`src/mic_pkg.sv`:
```
// Types, constants and control structs shared by the multiset intersection counter.
package mic_pkg;

  // TABLE_ENTRIES must be a power of two: the home slot is the low bits of the hash.
  localparam int unsigned TABLE_ENTRIES = 256;
  localparam int unsigned COUNT_BITS    = 16;
  localparam int unsigned KEY_BITS      = 32;
  localparam int unsigned IDX_BITS      = $clog2(TABLE_ENTRIES);
  localparam int unsigned SLOT_BITS     = KEY_BITS + COUNT_BITS;

  localparam logic [KEY_BITS-1:0]   HASH_MULT = 32'd2654435761;
  localparam logic [COUNT_BITS-1:0] COUNT_ONE = COUNT_BITS'(1);
  localparam logic [COUNT_BITS-1:0] COUNT_MAX = '1;
  localparam logic [IDX_BITS-1:0]   LAST_STEP = IDX_BITS'(TABLE_ENTRIES - 1);

  typedef enum logic [1:0] {
    FUNC_LOAD  = 2'd0,
    FUNC_PROBE = 2'd1,
    FUNC_CLEAR = 2'd2
  } func_e;

  typedef enum logic [2:0] {
    STAT_STORED  = 3'd0,
    STAT_MATCHED = 3'd1,
    STAT_NOMATCH = 3'd2,
    STAT_FULL    = 3'd3,
    STAT_CLEARED = 3'd4
  } status_e;

  typedef enum logic [1:0] {
    ST_IDLE,
    ST_HASH,
    ST_LOOKUP,
    ST_COMPARE
  } state_e;

  typedef struct packed {
    logic [1:0]         func;
    logic signed [31:0] element;
  } in_item_t;

  typedef struct packed {
    status_e            status;
    logic signed [31:0] match_value;
  } out_item_t;

  typedef struct packed {
    logic    latch;
    logic    hash_en;
    logic    step;
    logic    wr_new;
    logic    wr_inc;
    logic    wr_dec;
    logic    clr_valid;
    logic    res_valid;
    status_e res_status;
  } mic_cmd_t;

  typedef struct packed {
    logic is_load;
    logic is_probe;
    logic is_clear;
    logic slot_valid;
    logic key_match;
    logic count_zero;
    logic count_max;
    logic walk_last;
  } mic_sts_t;

endpackage

```
`src/mic_ctrl.sv`:
```
// Controller state machine: accept, hash, probe walk and result issue.
module mic_ctrl
  import mic_pkg::*;
(
  input  logic     clk_i,
  input  logic     rst_ni,
  input  logic     start,
  input  mic_sts_t sts_i,
  output logic     busy,
  output mic_cmd_t cmd_o
);

  state_e state_q, state_d;

  always_ff @(posedge clk_i or negedge rst_ni) begin
    if (!rst_ni) begin
      state_q <= ST_IDLE;
    end else begin
      state_q <= state_d;
    end
  end

  always_comb begin
    state_d = state_q;
    cmd_o   = '{default: '0, res_status: STAT_NOMATCH};
    case (state_q)
      ST_IDLE: begin
        if (start) begin
          cmd_o.latch = 1'b1;
          state_d     = ST_HASH;
        end
      end
      ST_HASH: begin
        if (sts_i.is_clear) begin
          cmd_o.clr_valid  = 1'b1;
          cmd_o.res_valid  = 1'b1;
          cmd_o.res_status = STAT_CLEARED;
          state_d          = ST_IDLE;
        end else if (sts_i.is_load || sts_i.is_probe) begin
          cmd_o.hash_en = 1'b1;
          state_d       = ST_LOOKUP;
        end else begin
          cmd_o.res_valid = 1'b1;
          state_d         = ST_IDLE;
        end
      end
      ST_LOOKUP: begin
        if (sts_i.slot_valid) begin
          state_d = ST_COMPARE;
        end else begin
          cmd_o.res_valid = 1'b1;
          if (sts_i.is_load) begin
            cmd_o.wr_new     = 1'b1;
            cmd_o.res_status = STAT_STORED;
          end
          state_d = ST_IDLE;
        end
      end
      ST_COMPARE: begin
        if (sts_i.key_match) begin
          cmd_o.res_valid = 1'b1;
          if (sts_i.is_load) begin
            cmd_o.wr_inc     = !sts_i.count_max;
            cmd_o.res_status = STAT_STORED;
          end else if (!sts_i.count_zero) begin
            cmd_o.wr_dec     = 1'b1;
            cmd_o.res_status = STAT_MATCHED;
          end
          state_d = ST_IDLE;
        end else if (sts_i.walk_last) begin
          cmd_o.res_valid  = 1'b1;
          cmd_o.res_status = sts_i.is_load ? STAT_FULL : STAT_NOMATCH;
          state_d          = ST_IDLE;
        end else begin
          cmd_o.step = 1'b1;
          state_d    = ST_LOOKUP;
        end
      end
      default: begin
        state_d = ST_IDLE;
      end
    endcase
  end

  assign busy = (state_q != ST_IDLE);

endmodule

```
`config.mk`:
```
export PLATFORM = sky130hd
export DESIGN_NAME = mic_ctrl
export DESIGN_NICKNAME = d
export VERILOG_FILES = /design/src/mic_pkg.sv /design/src/mic_ctrl.sv
export SDC_FILE = /design/constraint.sdc
export NUM_CORES = 1
export LEC_CHECK = 0
export ABC_AREA = 1
export ABC_CLOCK_PERIOD_IN_PS = 1200
export BUFFER_PORTS_ARGS = -buffer_cell sky130_fd_sc_hd__buf_2
export CAP_MARGIN = 20
export CORE_AREA = 10 10 47 49
export DETAILED_ROUTE_END_ITERATION = 16
export DIE_AREA = 0 0 57 59
export GPL_TIMING_DRIVEN = 1
export PLACE_DENSITY_LB_ADDON = 0.08
export SKIP_CTS_REPAIR_TIMING = 1
export SLEW_MARGIN = 20
export SYNTH_ARGS = -nofsm -noshare
export SYNTH_HDL_FRONTEND = slang
export SYNTH_SLANG_ARGS = --single-unit
```
`constraint.sdc`:
```
create_clock -name clk_i -period 1.2 [get_ports clk_i]
set_clock_uncertainty 0.2 [all_clocks]
set_input_delay 0.18 -clock clk_i [delete_from_list [all_inputs] [get_ports clk_i]]
set_output_delay 0.18 -clock clk_i [all_outputs]
set_load 0.1 [all_outputs]
```
==> out/metrics.yaml, run 1 <==
final_layout:
  antennaDiodeCount: 0
  largest_register_ffs: 2
  nets: 93
  final_layout_size_suffix_gt1_share_pct: 72.5
  largestRegisters: "state_q (2)"
  nFillCells: 144
  top_register: "state_q"
  syn_to_final_growth_pct: 205
placement:
  gp_congestion: 0.745
  numPortBuffers: 22
  dp_hpwl_um: 909
  dp_slack_ns: -0.264
yosys:
  yosys.area.top_type_share_pct: 19.8
  synth_seq_cells: 2
  yosysSeqAreaShare_pct: 19.8
  synthTopCellsByCount: "nand2_1, inv_1, nand3_1"
  synth_most_common_cell: "nand2_1"
  yosysTopAreaCell: "dfrtp_1"
  synth.distinct_cells: 13
  synthesis.area_um2: 253
  syn-num-nets: 57
  yosys_warnings: 0
  netlist_instances: 46
  synth_edf_count: 0
  async_flop_share_pct: 100
  ys.flop_type: "dfrtp_1"
  syn-mean-instance-area_um2: 5.49
  ys_top_cells_by_area: "dfrtp_1, nand2_1, nand3_1"
clocking:
  ctsLongestPathBuffers: 2
  clock_latency_ns: 0.22
  clock-sinks: 2
  path_clk_slew_ns: 0.03
  cts_tree: "yes"
  cts_root_buf: "clkbuf_4"
  cts_buffers: 3
  htree_levels: 1
power:
  vdd_drop_max_v: 0.00168
  p_per_area_nw_per_um2: 2640
  p_leak_uw: 0.000362
global_routing:
  overflow: 0
  grt_pass1_wl_um: 1750
  antenna_found_initial: 0
  grt_max_degree: 7
  grt.total_usage_pct: 6.29
  grt_pass1_vias: 398
timing:
  final_hold_viol_count: 0
  rsz0062_at_grt: "true"
  slew_headroom_pct: 85.3
  fmax_mhz: 614
  tns_ns: -4.76
  maxSlewViolCount: 0
  fin_crit_sh_pct: 136
  tightest_slew_ns: 0.220
  setup_viol: 13
  min_period_ns: 1.63
  layout_setup_ws_ns: -0.428
die:
  die_area_um2: 3360
  fp.coreArea_um2: 1400
  row_count: 14
  pin_count: 23
  die_width_um: 57
  start_util_pct: 18.0
  die_y_um: 59
drt:
  drtIter0Drc: 5
  drtPass1Iterations: 3
  route.vias.total: 386
  routed_wl_um: 1040
  routed_via_density: 4.02
  antenna_left: 0
  wire_per_inst_um: 10.8
  wl_met2_um: 473
  route.met3.wl_um: 111
  top_layer: "met3"
  route.detailed.drc: 0
  wl_met1_um: 451
flow_run:
  cap_violations: 0
setup_path:
  cp_max_fo: 5
  crit_cells: 4
  slowest_delay_ns: 0.40
  slowest_stage: "dfrtp_2"
  critPathBufInv: 2
  critPathRequiredTime_ns: 0.82
  r2r-end: "state_q[1]"
  crit_end: "cmd_o[5]"
  crit_path_start: "state_q[1]"
  crit_arrival_ns: 1.25
  start_kind: "flop"
  crit_chain: "nand2_2, buf_4, nor3_4, buf_12"
  r2r-start: "state_q[0]"
  cp-end-kind: "output port"
  critPathKind: "reg -> out"
  worstRegToRegCells: 5
  critical_path.top_delay_family: "flip-flops"
  reg2reg_slack_ns: -0.02
min_path:
  hp-class: "in -> reg"
run_status:
  violations: "negative setup slack"
  status: "finished with violations"
## cells by family after synthesis
family	synth area share [%]
buffers and inverters	19.3
AND/OR/NAND/NOR	55.4
flip-flops	19.8
AO/OA/AOI/OAI	5.44
## how the worst min path moves through the flow
| stage | start | to | slack, ns | cells past startpoint |
|---|---|---|---|---|
| floorplan | rst_ni | state_q[0] | -0.32 | 0 |
| global placement | rst_ni | state_q[0] | -0.23 | 1 |
| detailed placement | rst_ni | state_q[0] | -0.23 | 1 |
| CTS | rst_ni | state_q[0] | -0.47 | 1 |
| global route | rst_ni | state_q[0] | 0.08 | 2 |
| finish | start | state_q[0] | 0.06 | 3 |
## routing by layer
metal / up-vias / GRT usage, %
met5: - / 0
met4: 0 / 2.01
met3: 0 / 3.86
met2: 14 / 8.99
met1: 163 / 7.54
li1: 209 / -
## tightest hold or removal path, stage by stage
cell,delay (ns)
buf_2,0.07
inv_1,0.07
o21ai_2,0.12
## layout by cell type, fill, tap and decap left out
cell           synthesis  routed
nand3_4                0       1
nand3_2                0       1
buf_12                 0      12
nand2_1               12       9
nor2_1                 5       2
nand2_4                0       1
dlygate4sd3_1          0       1
buf_4                  0       9
inv_2                  3       3
o21ai_2                1       1
a21oi_4                0       1
nor2_4                 0       1
clkbuf_4               0       3
nand2_2                1       3
dfrtp_1                2       1
buf_2                  0      10
nand3_1                6       4
nor2_2                 1       3
inv_1                  7       5
dfrtp_2                0       1
nor3_4                 0       5
clkinvlp_4             0       2
or2_4                  1       1
## where the power goes
part | total [uW] | switching [uW] | internal, uW
Clock | 142 | 32.0 | 110
Combinational | 1760 | 1130 | 625
Sequential | 136 | 38.3 | 97.8
Total | 2040 | 1200 | 833
## metrics by stage
step	power, uW	hold slack (ns)	cell area (um^2)	utilization [%]	cells
2_1_floorplan	1280	-0.316	363	-	46
3_3_place_gp	1890	-0.233	729	52.1	92
3_5_place_dp	1890	-0.233	729	52.1	92
4_1_cts	2050	-0.467	752	53.7	95
5_1_grt	2130	0.0808	771	55.0	96
6_report	2040	0.0635	771	55.0	96
## area by class of cell
type	count	area (um^2)	area share, %
timing repair buffer	32	368	47.7
multi-input combinational	33	264	34.3
sequential	2	51.3	6.66
inverter	10	45.0	5.84
clock buffer	3	22.5	2.92
tap	16	20.0	2.60
Power figures use the tool's default switching activity.
==> run 2: changes to the inputs <==
--- a/config.mk
+++ b/config.mk
@@ -10,6 +10,7 @@
 export BUFFER_PORTS_ARGS = -buffer_cell sky130_fd_sc_hd__buf_2
 export CAP_MARGIN = 20
 export CORE_AREA = 10 10 47 49
+export CTS_BUF_LIST = sky130_fd_sc_hd__clkbuf_8
 export DETAILED_ROUTE_END_ITERATION = 16
 export DIE_AREA = 0 0 57 59
 export GPL_TIMING_DRIVEN = 1
==> out/metrics.yaml, run 2 (same netlist as run 1, synthesis figures left out) <==
run_status:
  status: "finished with violations"  # unchanged
  violations: "negative setup slack"  # unchanged
final_layout:
  layout_common_cells: "buf_12, buf_2, nand2_1, buf_4"  # unchanged
  final_layout_size_suffix_gt1_share_pct: 72.5  # unchanged
  largestRegisters: "state_q (2)"  # unchanged
  antennaDiodeCount: 0  # unchanged
  nets: 93  # unchanged
  syn_to_final_growth_pct: 212  # was 205%
  multi_input_area_um2: 264  # unchanged
  top_register: "state_q"  # unchanged
  nFillCells: 141  # was 144
  regArea_um2: 51.3  # unchanged
  largest_register_ffs: 2  # unchanged
  final_common_cell: "buf_12"  # unchanged
global_routing:
  overflow: 0  # unchanged
  grt_pass1_wl_um: 1760  # was 1750 um
  grt_max_degree: 7  # unchanged
  antenna_found_initial: 0  # unchanged
  grt.total_usage_pct: 6.50  # was 6.29%
  grt_pass1_vias: 396  # was 398
power:
  p_leak_uw: 0.000369  # was 0.000362 uW
  vdd_drop_max_v: 0.00160  # was 0.00168 V
  p_per_area_nw_per_um2: 2720  # was 2640 nW/um^2
  power_uw: 2150  # was 2040 uW
timing:
  fmax_mhz: 619  # was 614 MHz
  layout_setup_ws_ns: -0.416  # was -0.428 ns
  holdWs_ns: 0.0756  # was 0.0635 ns
  fin_crit_sh_pct: 135  # was 136%
  final_hold_viol_count: 0  # unchanged
  setup_viol: 13  # unchanged
  min_period_ns: 1.62  # was 1.63 ns
  slew_headroom_pct: 85.3  # about the same
  rsz0062_at_grt: "true"  # unchanged
  maxSlewViolCount: 0  # unchanged
  tightest_slew_ns: 0.220  # about the same
clocking:
  htree_levels: 1  # unchanged
  ctsLongestPathBuffers: 2  # unchanged
  cts_tree: "yes"  # unchanged
  cts_buffers: 3  # unchanged
  path_clk_slew_ns: 0.03  # about the same
  clock_latency_ns: 0.21  # was 0.22 ns
  cts_root_buf: "clkbuf_8"  # was clkbuf_4
  clock-sinks: 2  # unchanged
setup_path:
  critPathBufInv: 2  # unchanged
  start_kind: "flop"  # unchanged
  critPathKind: "reg -> out"  # unchanged
  critPathRequiredTime_ns: 0.82  # about the same
  crit_chain: "nand2_2, buf_4, nor3_4, buf_12"  # unchanged
  critical_path.top_delay_family: "flip-flops"  # unchanged
  cp-end-kind: "output port"  # unchanged
  crit_arrival_ns: 1.24  # was 1.25 ns
  slowest_delay_ns: 0.40  # about the same
  cp_max_fo: 5  # unchanged
  slowest_stage: "dfrtp_2"  # unchanged
flow_run:
  cap_violations: 0  # unchanged
drt:
  route.vias.total: 378  # was 386
  wire_per_inst_um: 10.7  # was 10.8 um
  antenna_left: 0  # unchanged
  drtIter0Drc: 5  # unchanged
  routed_via_density: 3.94  # was 4.02
  routed_wl_um: 1030  # was 1040 um
  drtPass1Iterations: 3  # unchanged
  route.detailed.drc: 0  # unchanged
die:
  die_y_um: 59  # unchanged
  start_util_pct: 18.0  # unchanged
  pin_count: 23  # unchanged
  fp.coreArea_um2: 1400  # unchanged
  row_count: 14  # unchanged
  die_area_um2: 3360  # unchanged
  die_width_um: 57  # unchanged
min_path:
  hp-class: "in -> async"  # was in -> reg
placement:
  numPortBuffers: 22  # unchanged
  gp_congestion: 0.745  # unchanged
  dp_hpwl_um: 909  # unchanged
-- run 2: cell counts in the layout (fill, tap and decap cells not counted) --
Identical to the previous run, type by type.
-- run 2: routing by layer --
layer  vias to the layer above  wire length, um  global-route usage, %  part of all wire, %
li1                        209                -                      -                    -
met1                       153              441                   7.43                   43
met2                        16              455                   8.84                   44
met3                         0              128                   4.72                   12
met4                         0                0                   3.02                    0
met5                         -                0                      0                    0
-- run 2: worst reg2reg max path, cell delays in order, from the launching register on --
cell and delay [ns]:
dfrtp_1 0.38, inv_2 0.09, nor2_2 0.16, nand3_2 0.12, buf_4 0.15, nand3_1 0.05
-- run 2: worst paths after layout --
kind                       depth (start not counted)  slack [ns]          to       start
min reg2reg                                        2        0.46  state_q[0]  state_q[0]
max reg2reg                                        5       -0.02  state_q[1]  state_q[0]
min                                                2        0.08  state_q[0]      rst_ni
max                                                4       -0.42    cmd_o[5]  state_q[1]
min in group clk_i                                 3        0.08  state_q[0]       start
max in group asynchronous                          2        0.61  state_q[1]      rst_ni
-- run 2: cell type report --
type,count,area share (%)
repair buffers,32,46.6
well taps,16,2.54
flip-flops and latches,2,6.50
multi-input cells,33,33.4
clock buffers,3,5.23
inverters,10,5.71
-- run 2: power by group --
group	total (uW)	internal, uW	leakage, uW	switching [uW]
combinational	1760	625	0.000323	1130
sequential	136	97.8	0.0000244	38.2
clock	257	211	0.0000216	45.2
total	2150	935	0.000369	1210
-- run 2: stage by stage --
step	cells	util, %	instance area [um^2]	setup slack, ns	TNS [ns]
finish	96	56.3	790	-0.416	-4.60
global route	96	56.3	790	-0.494	-5.48
CTS	95	55.0	771	-0.486	-5.09
detailed placement	92	52.1	729	-0.264	-2.38
global placement	92	52.1	729	-0.235	-2.24
floorplan	46	-	363	-0.558	-4.81
==> run 3: changes to the inputs <==
--- a/config.mk
+++ b/config.mk
@@ -15,6 +15,7 @@
 export DIE_AREA = 0 0 57 59
 export GPL_TIMING_DRIVEN = 1
 export PLACE_DENSITY_LB_ADDON = 0.08
+export SETUP_SLACK_MARGIN = 0.5
 export SKIP_CTS_REPAIR_TIMING = 1
 export SLEW_MARGIN = 20
 export SYNTH_ARGS = -nofsm -noshare
==> out/metrics.yaml, run 3 (same netlist as run 1, synthesis figures left out) <==
final_layout:
  nFillCells: 129  # was 141
  multi_input_area_um2: 269  # was 264 um^2
  final_common_cell: "buf_12"  # unchanged
  largest_register_ffs: 2  # unchanged
  layout_common_cells: "buf_12, buf_2, nand2_1, buf_4"  # unchanged
  largestRegisters: "state_q (2)"  # unchanged
  nets: 94  # was 93
  syn_to_final_growth_pct: 219  # was 212%
  regArea_um2: 51.3  # unchanged
  final_layout_size_suffix_gt1_share_pct: 72.8  # was 72.5%
  fin_cells: 97  # was 96
  antennaDiodeCount: 0  # unchanged
  top_register: "state_q"  # unchanged
  utilization_pct: 57.5  # was 56.3%
power:
  p_int_uw: 977  # was 935 uW
  clockPowerShare_pct: 11.7  # was 11.9%
  vdd_drop_max_v: 0.00163  # was 0.00160 V
  swShare_pct: 55.8  # was 56.5%
  seq_power_share_pct: 6.4  # was 6.3%
  p_switching_uw: 1230  # was 1210 uW
  p_per_area_nw_per_um2: 2740  # was 2720 nW/um^2
  power_uw: 2210  # was 2150 uW
  pwr-share-comb_pct: 81.8  # was 81.7%
  p_leak_uw: 0.000376  # was 0.000369 uW
die:
  die_area_um2: 3360  # unchanged
  die_y_um: 59  # unchanged
  die_width_um: 57  # unchanged
  row_count: 14  # unchanged
  pin_count: 23  # unchanged
  fp.coreArea_um2: 1400  # unchanged
  start_util_pct: 18.0  # unchanged
timing:
  rsz0062_at_grt: "true"  # unchanged
  holdWs_ns: 0.0714  # was 0.0756 ns
  slew_headroom_pct: 85.9  # was 85.3%
  tightest_slew_ns: 0.211  # was 0.220 ns
  fin_crit_sh_pct: 136  # was 135%
  fmax_mhz: 611  # was 619 MHz
  min_period_ns: 1.64  # was 1.62 ns
  setup_viol: 12  # was 13
  layout_setup_ws_ns: -0.437  # was -0.416 ns
  maxSlewViolCount: 0  # unchanged
  final_hold_viol_count: 0  # unchanged
run_status:
  violations: "negative setup slack"  # unchanged
  status: "finished with violations"  # unchanged
flow_run:
  cap_violations: 0  # unchanged
min_path:
  min_delay_path_depth: 3
  hold_path_end: "state_q[0]"
  hold_start: "start"
  hp-class: "in -> reg"  # was in -> async
global_routing:
  grt_pass1_wl_um: 1680  # was 1760 um
  overflow: 0  # unchanged
  grt.total_usage_pct: 6.23  # was 6.50%
  grt_pass1_vias: 377  # was 396
  grt_max_degree: 7  # unchanged
  antenna_found_initial: 0  # unchanged
setup_path:
  slowest_delay_ns: 0.42  # was 0.40 ns
  critPathKind: "reg -> out"  # unchanged
  r2r-start: "state_q[1]"  # was state_q[0]
  cp_max_fo: 5  # unchanged
  reg2reg_slack_ns: 0  # was -0.02 ns
  crit_chain: "nand2_2, buf_4, nor3_4, buf_12"  # unchanged
  cp-end-kind: "output port"  # unchanged
  r2r-end: "state_q[0]"  # was state_q[1]
  crit_arrival_ns: 1.26  # was 1.24 ns
  critPathRequiredTime_ns: 0.82  # about the same
  critPathBufInv: 2  # unchanged
  critical_path.top_delay_family: "flip-flops"  # unchanged
  worstRegToRegCells: 3  # was 5
  start_kind: "flop"  # unchanged
  slowest_stage: "dfrtp_2"  # unchanged
drt:
  routed_via_density: 4.05  # was 3.94
  wire_per_inst_um: 10.6  # was 10.7 um
  antenna_left: 0  # unchanged
  drtIter0Drc: 8  # was 5
  route.detailed.drc: 0  # unchanged
  routed_wl_um: 1030  # unchanged
  drtPass1Iterations: 4  # was 3
  route.vias.total: 393  # was 378
clocking:
  cts_buffers: 3  # unchanged
  clock-sinks: 2  # unchanged
  ctsLongestPathBuffers: 2  # unchanged
  clock_latency_ns: 0.21  # about the same
  cts_root_buf: "clkbuf_8"  # unchanged
  cts_tree: "yes"  # unchanged
  path_clk_slew_ns: 0.03  # about the same
  htree_levels: 1  # unchanged
placement:
  gp_congestion: 0.744  # was 0.745
  numPortBuffers: 22  # unchanged
  dp_hpwl_um: 906  # was 909 um
  place_inst: 92  # unchanged
[run 3: cell count changes in the layout (fill, tap and decap cells not counted)]
cell | previous run | this run
buf_6 | 0 | 1
nor2_4 | 1 | 2
nor2_2 | 3 | 2
[run 3: worst max-delay path by stage]
stage | from | end | slack (ns) | depth (start not counted)
floorplan | state_q[1] | cmd_o[5] | -0.56 | 3
global placement | state_q[1] | cmd_o[5] | -0.24 | 4
detailed placement | state_q[1] | cmd_o[5] | -0.26 | 4
CTS | state_q[1] | cmd_o[5] | -0.48 | 4
global route | state_q[1] | cmd_o[6] | -0.50 | 4
finish | state_q[1] | cmd_o[6] | -0.44 | 4
[run 3: tightest hold or removal path: cells and delay by family]
kind | cells | cell delay [ns]
AO/OA/AOI/OAI | 1 | 0.12
buffers and inverters | 2 | 0.14
[run 3: power groups by stage]
stage               combinational [uW]  sequential [uW]  clock (uW)
floorplan                         1170              114           0
detailed placement                1760              134           0
global placement                  1760              133           0
finish                            1810              142         260
CTS                               1760              135         267
global route                      1890              145         277
[run 3: metal layers]
metal	share of wire, %	wire, um	track usage (%)	vias up
met5	0	0	0	-
met4	2.3	24	4.03	0
met3	12	126	4.08	2
met2	44	454	8.84	18
met1	41	419	6.67	159
li1	-	-	-	214
[run 3: per-stage QoR]
stage	setup slack [ns]	TNS, ns	cell area, um^2
after global placement	-0.236	-2.25	729
final	-0.437	-4.71	806
after CTS	-0.476	-5.06	771
after global routing	-0.497	-5.54	806
after floorplan	-0.558	-4.81	363
after detailed placement	-0.255	-2.33	729
[run 3: area by class of cell]
class                           instances  area share, %
Sequential cell                         2           6.37
Clock buffer                            3           5.12
Timing Repair Buffer                   33           47.0
Inverter                               10           5.59
Multi-Input combinational cell         33           33.4
Tap cell                               16           2.48
